==> src/spfra_pkg.sv <==
// Shared types and constants of the slot pool free ring allocator.
package spfra_pkg;

  // Fixed field widths of the request and result channels.
  localparam int CMD_W  = 2;
  localparam int IDX_W  = 4;
  localparam int DATA_W = 32;
  localparam int ST_W   = 2;
  localparam int OCC_W  = 5;

  // Request commands.
  localparam logic [CMD_W-1:0] CMD_ALLOC = 2'd0;
  localparam logic [CMD_W-1:0] CMD_FREE  = 2'd1;
  localparam logic [CMD_W-1:0] CMD_READ  = 2'd2;

  // Result status codes.
  localparam logic [ST_W-1:0] ST_OK    = 2'd0;
  localparam logic [ST_W-1:0] ST_FULL  = 2'd1;
  localparam logic [ST_W-1:0] ST_EMPTY = 2'd2;

  // Commands from the controller to the datapath.
  typedef struct packed {
    logic clr_wr;  // write one entry of the clearing pass
    logic accept;  // capture the incoming request
    logic rd_en;   // read the ring and the slot store
    logic exec;    // update state and load the result register
  } ctrl_cmd_t;

  // Status from the datapath to the controller.
  typedef struct packed {
    logic clr_last;  // the clearing pass is at its last entry
    logic out_busy;  // the result register holds a result that is not taken
  } ctrl_sts_t;

endpackage

==> src/spfra_ctrl.sv <==
// Controller state machine of the slot pool free ring allocator.
module spfra_ctrl (
  input  logic                  clk,
  input  logic                  rst_n,
  input  logic                  in_valid,
  output logic                  in_stall,
  input  spfra_pkg::ctrl_sts_t  sts,
  output spfra_pkg::ctrl_cmd_t  cmd
);

  localparam logic [1:0] S_CLEAR = 2'd0;
  localparam logic [1:0] S_IDLE  = 2'd1;
  localparam logic [1:0] S_READ  = 2'd2;
  localparam logic [1:0] S_EXEC  = 2'd3;

  logic [1:0] state_r;
  logic [1:0] state_nxt;

  always_comb begin
    state_nxt = state_r;
    cmd       = '0;
    case (state_r)
      S_CLEAR: begin
        cmd.clr_wr = 1'b1;
        if (sts.clr_last) begin
          state_nxt = S_IDLE;
        end
      end
      S_IDLE: begin
        if (in_valid) begin
          cmd.accept = 1'b1;
          state_nxt  = S_READ;
        end
      end
      S_READ: begin
        cmd.rd_en = 1'b1;
        state_nxt = S_EXEC;
      end
      S_EXEC: begin
        // Hold here until the result register can take the new result.
        if (!sts.out_busy) begin
          cmd.exec  = 1'b1;
          state_nxt = S_IDLE;
        end
      end
      default: begin
        state_nxt = S_CLEAR;
      end
    endcase
  end

  always_ff @(posedge clk) begin
    if (!rst_n) begin
      state_r <= S_CLEAR;
    end else begin
      state_r <= state_nxt;
    end
  end

  assign in_stall = (state_r != S_IDLE);

endmodule

==> src/spfra_dp.sv <==
// Datapath of the slot pool free ring allocator: ring, slot store, pointers and result register.
module spfra_dp #(
  parameter int SLOTS      = 16,
  parameter int SLOT_WIDTH = 32
) (
  input  logic                            clk,
  input  logic                            rst_n,
  input  spfra_pkg::ctrl_cmd_t            cmd,
  output spfra_pkg::ctrl_sts_t            sts,
  input  logic [spfra_pkg::CMD_W-1:0]     in_command,
  input  logic [spfra_pkg::IDX_W-1:0]     in_slot_index,
  input  logic [spfra_pkg::DATA_W-1:0]    in_write_data,
  input  logic                            in_has_data,
  output logic                            out_valid,
  input  logic                            out_stall,
  output logic [spfra_pkg::IDX_W-1:0]     out_given_index,
  output logic [spfra_pkg::DATA_W-1:0]    out_read_data,
  output logic [spfra_pkg::ST_W-1:0]      out_status,
  output logic [spfra_pkg::OCC_W-1:0]     out_occupied_count
);

  localparam int IW = $clog2(SLOTS);
  localparam int CW = $clog2(SLOTS + 1);
  // Width that holds both a request index and the slot count.
  localparam int RW = (IW + 1 > spfra_pkg::IDX_W) ? IW + 1 : spfra_pkg::IDX_W;

  // Request capture.
  logic [spfra_pkg::CMD_W-1:0]  cmd_q_r;
  logic [spfra_pkg::IDX_W-1:0]  raw_idx_r;
  logic [IW-1:0]                idx_r;
  logic [spfra_pkg::DATA_W-1:0] data_r;
  logic                         has_data_r;
  logic [RW-1:0]                idx_red;

  // Control state.
  logic [IW-1:0] take_ptr_r;
  logic [IW-1:0] take_ptr_nxt;
  logic [IW-1:0] give_ptr_r;
  logic [IW-1:0] give_ptr_nxt;
  logic [CW-1:0] used_r;
  logic [CW-1:0] used_nxt;
  logic [IW-1:0] clr_cnt_r;
  logic          out_valid_r;

  // Memories and their ports.
  logic [IW-1:0]         ring_mem_r [SLOTS];
  logic [SLOT_WIDTH-1:0] store_mem_r [SLOTS];
  logic [IW-1:0]         ring_rd_r;
  logic [SLOT_WIDTH-1:0] store_rd_r;
  logic                  ring_we;
  logic [IW-1:0]         ring_wa;
  logic [IW-1:0]         ring_wd;
  logic                  store_we;
  logic [IW-1:0]         store_wa;
  logic [SLOT_WIDTH-1:0] store_wd;

  // Result register.
  logic [spfra_pkg::IDX_W-1:0]  given_r;
  logic [spfra_pkg::IDX_W-1:0]  given_nxt;
  logic [spfra_pkg::DATA_W-1:0] rdata_r;
  logic [spfra_pkg::DATA_W-1:0] rdata_nxt;
  logic [spfra_pkg::ST_W-1:0]   status_r;
  logic [spfra_pkg::ST_W-1:0]   status_nxt;
  logic [spfra_pkg::OCC_W-1:0]  occ_r;

  logic alloc_ok;
  logic free_ok;
  logic is_full;
  logic is_empty;

  // Indices beyond the pool wrap around; a 4-bit index needs at most eight subtractions.
  always_comb begin
    idx_red = RW'(in_slot_index);
    for (int k = 0; k < 8; k++) begin
      if (idx_red >= RW'(SLOTS)) begin
        idx_red = idx_red - RW'(SLOTS);
      end
    end
  end

  always_ff @(posedge clk) begin
    if (cmd.accept) begin
      cmd_q_r    <= in_command;
      raw_idx_r  <= in_slot_index;
      idx_r      <= idx_red[IW-1:0];
      data_r     <= in_write_data;
      has_data_r <= in_has_data;
    end
  end

  assign is_full  = (used_r == CW'(SLOTS));
  assign is_empty = (used_r == '0);
  assign alloc_ok = (cmd_q_r == spfra_pkg::CMD_ALLOC) && !is_full;
  assign free_ok  = (cmd_q_r == spfra_pkg::CMD_FREE) && !is_empty;

  always_comb begin
    take_ptr_nxt = take_ptr_r;
    give_ptr_nxt = give_ptr_r;
    used_nxt     = used_r;
    if (cmd.exec && alloc_ok) begin
      take_ptr_nxt = (take_ptr_r == IW'(SLOTS - 1)) ? '0 : take_ptr_r + 1'b1;
      used_nxt     = used_r + 1'b1;
    end
    if (cmd.exec && free_ok) begin
      give_ptr_nxt = (give_ptr_r == IW'(SLOTS - 1)) ? '0 : give_ptr_r + 1'b1;
      used_nxt     = used_r - 1'b1;
    end
  end

  always_ff @(posedge clk) begin
    if (!rst_n) begin
      take_ptr_r <= '0;
      give_ptr_r <= '0;
      used_r     <= '0;
      clr_cnt_r  <= '0;
    end else begin
      take_ptr_r <= take_ptr_nxt;
      give_ptr_r <= give_ptr_nxt;
      used_r     <= used_nxt;
      if (cmd.clr_wr) begin
        clr_cnt_r <= clr_cnt_r + 1'b1;
      end
    end
  end

  // Write port selection: the clearing pass first, then allocate or free.
  always_comb begin
    ring_we  = 1'b0;
    ring_wa  = clr_cnt_r;
    ring_wd  = clr_cnt_r;
    store_we = 1'b0;
    store_wa = clr_cnt_r;
    store_wd = '0;
    if (cmd.clr_wr) begin
      ring_we  = 1'b1;
      store_we = 1'b1;
    end else if (cmd.exec && alloc_ok) begin
      store_we = 1'b1;
      store_wa = ring_rd_r;
      store_wd = has_data_r ? SLOT_WIDTH'(data_r) : '0;
    end else if (cmd.exec && free_ok) begin
      ring_we  = 1'b1;
      ring_wa  = give_ptr_r;
      ring_wd  = idx_r;
      store_we = 1'b1;
      store_wa = idx_r;
    end
  end

  always_ff @(posedge clk) begin
    if (ring_we) begin
      ring_mem_r[ring_wa] <= ring_wd;
    end
    if (cmd.rd_en) begin
      ring_rd_r <= ring_mem_r[take_ptr_r];
    end
  end

  always_ff @(posedge clk) begin
    if (store_we) begin
      store_mem_r[store_wa] <= store_wd;
    end
    if (cmd.rd_en) begin
      store_rd_r <= store_mem_r[idx_r];
    end
  end

  always_comb begin
    given_nxt  = raw_idx_r;
    rdata_nxt  = '0;
    status_nxt = spfra_pkg::ST_OK;
    case (cmd_q_r)
      spfra_pkg::CMD_ALLOC: begin
        if (is_full) begin
          status_nxt = spfra_pkg::ST_FULL;
          given_nxt  = '0;
        end else begin
          given_nxt = spfra_pkg::IDX_W'(ring_rd_r);
        end
      end
      spfra_pkg::CMD_FREE: begin
        if (is_empty) begin
          status_nxt = spfra_pkg::ST_EMPTY;
        end
      end
      spfra_pkg::CMD_READ: begin
        rdata_nxt = spfra_pkg::DATA_W'(store_rd_r);
      end
      default: begin
        status_nxt = spfra_pkg::ST_OK;
      end
    endcase
  end

  always_ff @(posedge clk) begin
    if (cmd.exec) begin
      given_r  <= given_nxt;
      rdata_r  <= rdata_nxt;
      status_r <= status_nxt;
      occ_r    <= spfra_pkg::OCC_W'(used_nxt);
    end
  end

  always_ff @(posedge clk) begin
    if (!rst_n) begin
      out_valid_r <= 1'b0;
    end else if (cmd.exec) begin
      out_valid_r <= 1'b1;
    end else if (!out_stall) begin
      out_valid_r <= 1'b0;
    end
  end

  assign sts.clr_last = (clr_cnt_r == IW'(SLOTS - 1));
  assign sts.out_busy = out_valid_r && out_stall;

  assign out_valid          = out_valid_r;
  assign out_given_index    = given_r;
  assign out_read_data      = rdata_r;
  assign out_status         = status_r;
  assign out_occupied_count = occ_r;

endmodule

==> src/slot_pool_free_ring_allocator_unit.sv <==
// Top level of the slot pool free ring allocator.
// A pool of SLOTS words, each SLOT_WIDTH bits, handed out through a ring of free
// slot indices: allocate takes the index at the take pointer and stores the request's
// word (or zero), free puts an index back at the give pointer and clears the slot, and
// read returns a slot's word; every result carries the occupied count. After reset the
// block runs a clearing pass that loads the ring with every index in order and
// zeroes the slot store, and it stalls its input until that is done. Each request
// then goes through three steps: accepting it, the registered reads of the ring and
// the slot store, and updating the memories and loading the result register. The
// next request is accepted while a result waits at the output; it stays in its final
// step for as long as the earlier result is not taken.
module slot_pool_free_ring_allocator_unit #(
  parameter int SLOTS      = 16,
  parameter int SLOT_WIDTH = 32
) (
  input  logic                            clk,
  input  logic                            rst_n,
  input  logic                            in_valid,
  output logic                            in_stall,
  input  logic [spfra_pkg::CMD_W-1:0]     in_command,
  input  logic [spfra_pkg::IDX_W-1:0]     in_slot_index,
  input  logic [spfra_pkg::DATA_W-1:0]    in_write_data,
  input  logic                            in_has_data,
  output logic                            out_valid,
  input  logic                            out_stall,
  output logic [spfra_pkg::IDX_W-1:0]     out_given_index,
  output logic [spfra_pkg::DATA_W-1:0]    out_read_data,
  output logic [spfra_pkg::ST_W-1:0]      out_status,
  output logic [spfra_pkg::OCC_W-1:0]     out_occupied_count
);

  spfra_pkg::ctrl_cmd_t cmd;
  spfra_pkg::ctrl_sts_t sts;

  spfra_ctrl u_ctrl (
    .clk      (clk),
    .rst_n    (rst_n),
    .in_valid (in_valid),
    .in_stall (in_stall),
    .sts      (sts),
    .cmd      (cmd)
  );

  spfra_dp #(
    .SLOTS      (SLOTS),
    .SLOT_WIDTH (SLOT_WIDTH)
  ) u_dp (
    .clk                (clk),
    .rst_n              (rst_n),
    .cmd                (cmd),
    .sts                (sts),
    .in_command         (in_command),
    .in_slot_index      (in_slot_index),
    .in_write_data      (in_write_data),
    .in_has_data        (in_has_data),
    .out_valid          (out_valid),
    .out_stall          (out_stall),
    .out_given_index    (out_given_index),
    .out_read_data      (out_read_data),
    .out_status         (out_status),
    .out_occupied_count (out_occupied_count)
  );

  // A full pool reports index zero and a count equal to the pool size.
  a_full_result: assert property (@(posedge clk) disable iff (!rst_n)
    out_valid && (out_status == spfra_pkg::ST_FULL) |->
      (out_given_index == '0) && (out_occupied_count == spfra_pkg::OCC_W'(SLOTS)))
    else $error("full status with wrong index or count");

  // A rejected free only happens with nothing in use.
  a_empty_result: assert property (@(posedge clk) disable iff (!rst_n)
    out_valid && (out_status == spfra_pkg::ST_EMPTY) |-> (out_occupied_count == '0))
    else $error("empty status with nonzero count");

  // Only a read returns slot data, so nonzero data comes only with an OK status.
  a_read_only: assert property (@(posedge clk) disable iff (!rst_n)
    out_valid && (out_read_data != '0) |->
      (out_status == spfra_pkg::ST_OK))
    else $error("slot data returned with an error status");

  // One request at a time: after an accept the input stalls.
  a_one_at_a_time: assert property (@(posedge clk) disable iff (!rst_n)
    in_valid && !in_stall |=> in_stall)
    else $error("request accepted while another is in work");

endmodule

==> config.mk <==
export PLATFORM = sky130hd
export DESIGN_NAME = slot_pool_free_ring_allocator_unit
export DESIGN_NICKNAME = d
export VERILOG_FILES = /design/src/spfra_pkg.sv /design/src/spfra_ctrl.sv /design/src/spfra_dp.sv /design/src/slot_pool_free_ring_allocator_unit.sv
export SDC_FILE = /design/constraint.sdc
export NUM_CORES = 1
export LEC_CHECK = 0
export ABC_AREA = 1
export BUFFER_PORTS_ARGS = -buffer_cell sky130_fd_sc_hd__buf_4
export CORE_ASPECT_RATIO = 0.9
export CORE_MARGIN = 3
export CORE_UTILIZATION = 45
export CTS_BUF_LIST = sky130_fd_sc_hd__clkbuf_8
export CTS_CLUSTER_DIAMETER = 200
export DETAILED_ROUTE_END_ITERATION = 10
export PLACE_DENSITY = 0.61
export SLEW_MARGIN = 20
export SYNTH_ARGS = -nofsm -noshare
export SYNTH_HDL_FRONTEND = slang
export SYNTH_HIERARCHICAL = 1
export SYNTH_SLANG_ARGS = --single-unit
==> constraint.sdc <==
create_clock -name clk -period 5.03 [get_ports clk]
set_input_delay 0.2515 -clock clk [delete_from_list [all_inputs] [get_ports clk]]
set_output_delay 0.2515 -clock clk [all_outputs]
set_load 0.03 [all_outputs]
==> metrics.md <==
| Metric | Value |
|---|---|
| Root Driver | `clkbuf_8` |
| Post-synth EDFFs | `694` |
| Total track usage | `0.2176` |
| Clock sinks | `between 700 and 800` |
| Clock Latency Late Sink | `0.72 ns` |
| Post-synth net total | `2140` |
| Maximum capacitance violations | `0` |
| Via count | `between 15000 and 20000` |
| Ant. Diodes | `0` |
| Row cnt | `86` |
| Count leader, synth | `edfxtp_1` |
| WP buf/inv | `3` |
| Skew final | `0.05457 ns` |
| Synthesized cell area | `0.02814 mm^2` |
| Hold crit path type | `in -> reg` |
| Crit-path cells | `bufinv_8 > ha_1 > inv_2 > nand2_1 > buf_4 > nor2_1` |
| Port bufs | `87` |
| Final Max Slew Viols | `0` |
| Worst path required time | `5.34 ns` |
| Largest net degree at the start of global routing | `113` |
| Residual DRC | `0` |
| Cells after Synth | `2087` |
| GRT met2 Usage | `0.3580` |
| Die X | `approximately 270 um` |
| Worst Path Max Fanout | `19` |
| First-pass GRT wire length | `108.5 mm` |
| Max Fclk | `277.9 MHz` |
| Leak | `11.32 nW` |
| GR Overflow Total | `0` |
| Worst-Margin Slew | `1.124 ns` |
| Avg Vias per Cell | `5.632` |
| Initial antenna violation count | `0` |
| Max VDD drop | `259.2 uV` |
| Met3 Usage GRT | `0.03588` |
| CP max-delay cell | `nor2_1` |
| CTS clk-pin slew, worst paths | `0.06 ns` |
| Nets | `2299` |
| Hold_ws | `between 0.2 and 0.25 ns` |
| I/O pin count | `between 80 and 90` |
| Share of post-route cells with drive strength above 1 | `0.1471` |
| Min cycle time layout | `3.599 ns` |
| H-tree lvl count | `3` |
| GR Util met1 | `0.3009` |
| TNS Setup | `0 ns` |
| CP delay by family, top | `simple AND/OR/NAND/NOR gates` |
| Multi-input gate area | `0.006108 mm^2` |
| Register area share after synthesis | `0.7548` |
| Worst Setup Start Kind | `flop` |
| Antenna violation net count after detailed routing | `0` |
| Run status | `completed` |
| Final setup violation count | `0` |
| Synth top area share | `0.7406` |
| Syn-to-layout area delta | `14.86%` |
| Syn. warnings | `6` |
| Power per cell area | `477.6 mW/mm^2` |
| Critical path's largest stage delay | `slightly above 0.8 ns` |
| Detailed Place HPWL | `38.45 mm` |
| Core area | `~0.062 mm^2` |
| Sequential cell area | `0.02124 mm^2` |
| RSZ-0062 raised after global routing | `no` |
| CP endpoint kind | `flop` |
| Initial Util | `0.4572` |
| Filler cells | `5137` |
| Die area | `~0.066 mm^2` |
| DR WL/cell | `22.78 um` |
| Worst Slack Setup Final | `1.431 ns` |
| Slew HR | `0.2505` |
| Mean post-synth cell area | `13.48 um^2` |
| Routed Wire Length | `72.18 mm` |
| Pre-Repair DR Iteration Count | `6` |
| TritonCTS clock tree | `done` |
| Post-synthesis cell type count | `37` |
| CTS Buffer Depth | `3` |
| Kind of critical path | `reg -> reg` |
| Final hold viol count | `0` |
| Height of the die | `between 200 and 250 um` |
| CTS resizes | `0` |
| Pre-CTS setup slack | `1.446 ns` |
| Grt peak-use layer | `met2` |
| Synth area leaders | `edfxtp_1, o21ai_0, nor2_1` |
| Final period util | `0.7154` |
| Final Util | `0.5251` |
| Iteration-0 DRC Markers | `1889` |
| Routability Congestion | `0.8494` |
| Synth area leader | `edfxtp_1` |
| Total Power | `15.44 mW` |
| Top post-synthesis cells by count | `edfxtp_1, nor2_1, o21ai_0` |
| Vias in the first global route | `17630` |
| Ys async rst share | `0` |
| Top_reg_cell synth | `edfxtp_1` |
| Setup bufs post-CTS | `0` |
| Seq cells post-synth | `714` |
| CTS Buf Count | `112` |
| Hold buffers post-CTS | `44` |
| Crit path arrival time | `3.91 ns` |
## logic make-up after synthesis
| kind of cell | synth area share |
|---|---|
| fa+ha+maj | 0.004446 |
| compound gates | 0.1114 |
| buf+inv | 0.03286 |
| flops | 0.7548 |
| simple gates | 0.09493 |
| xor+xnor | 0.001556 |
## per-stage QoR
stage               area [um^2]  instances
floorplan                 28140       2087
global placement          29800       2921
detailed placement        29840       2923
CTS                       32290       3167
global route              32320       3168
finish                    32320       3168
## worst reg2reg max path, delay by kind of cell, from the launching register on
family / cells / cell delay, ns
buffers and inverters: 3 / 1.01
AND/OR/NAND/NOR: 2 / 1.50
adder cells (fa/ha/maj): 1 / 0.35
flip-flops: 1 / 0.35
## layer usage
layer | wire, um | vias up | share of wire
met5 | 0 | - | 0
met4 | 1654 | 0 | 0.023
met3 | 5006 | 123 | 0.069
met2 | 34970 | 740 | 0.48
met1 | 30540 | 8927 | 0.42
li1 | - | 8052 | -
## placed cells by master, fill, tap and decap left out, types with 2 or more instances in the layout
| cell type | count |
|---|---|
| nand2_4 | 5 |
| o21ai_1 | 4 |
| o211ai_1 | 41 |
| clkinv_2 | 10 |
| nand3_1 | 49 |
| clkinv_1 | 21 |
| edfxtp_1 | 694 |
| o21ai_0 | 302 |
| o21ai_2 | 5 |
| dlygate4sd3_1 | 44 |
| ha_1 | 9 |
| nor3_1 | 6 |
| buf_12 | 10 |
| xor2_1 | 5 |
| nand3_2 | 11 |
| nor2_4 | 20 |
| o22ai_1 | 50 |
| nand2_2 | 14 |
| nand3_4 | 2 |
| dfxtp_1 | 20 |
| nor2_1 | 380 |
| o221ai_1 | 96 |
| nor2_2 | 4 |
| a21oi_1 | 15 |
| clkbuf_8 | 119 |
| or2_2 | 2 |
| inv_1 | 119 |
| inv_6 | 2 |
| nand2_1 | 130 |
| nand4_1 | 2 |
| buf_4 | 122 |
| inv_2 | 6 |
| clkinvlp_4 | 2 |
## final timing paths
kind | from | endpoint | slack (ns) | cells after the start
setup / recovery | u_ctrl/state_r[1]$_SDFFE_PN0P_ | u_dp/store_mem_r[11][5]$_DFFE_PP_ | 1.43 | 6
hold / removal | in_write_data[19] | u_dp/data_r[19]$_DFFE_PP_ | 0.25 | 2
hold reg to reg | u_dp/give_ptr_r[1]$_SDFFE_PN0N_ | u_dp/give_ptr_r[1]$_SDFFE_PN0N_ | 0.49 | 2
setup reg to reg | u_ctrl/state_r[1]$_SDFFE_PN0P_ | u_dp/store_mem_r[11][5]$_DFFE_PP_ | 1.43 | 6
## report_power, final
part / internal [mW] / switching [mW]
clock network: 2.22 / 2.17
registers: 7.65 / 0.249
logic: 0.815 / 2.32
total: 10.7 / 4.75
## final cells by class
class	count	share of cell area
Clock buffer	119	0.05067
Clock inverter	81	0.01157
Multi-Input combinational cell	1158	0.1890
Timing Repair Buffer	177	0.04901
Sequential cell	714	0.6571
Inverter	83	0.01026
Tap cell	836	0.03236
## state kept, by name, indices dropped and copies added, names as in the netlist
register                 count
u_dp/clr_cnt_r               4
u_dp/store_mem_r           512
u_dp/ring_rd_r               4
u_dp/ring_mem_r             64
u_dp/data_r                 32
u_dp/store_rd_r             32
u_dp/idx_r                   4
u_ctrl/state_r               2
u_dp/give_ptr_r              4
u_dp/out_read_data          32
u_dp/has_data_r              1
u_dp/out_given_index         4
u_dp/out_occupied_count      5
u_dp/out_status              2
u_dp/out_valid               1
u_dp/take_ptr_r              4
u_dp/cmd_q_r                 2
u_dp/used_r                  5
(Power assumes the default switching activity.)
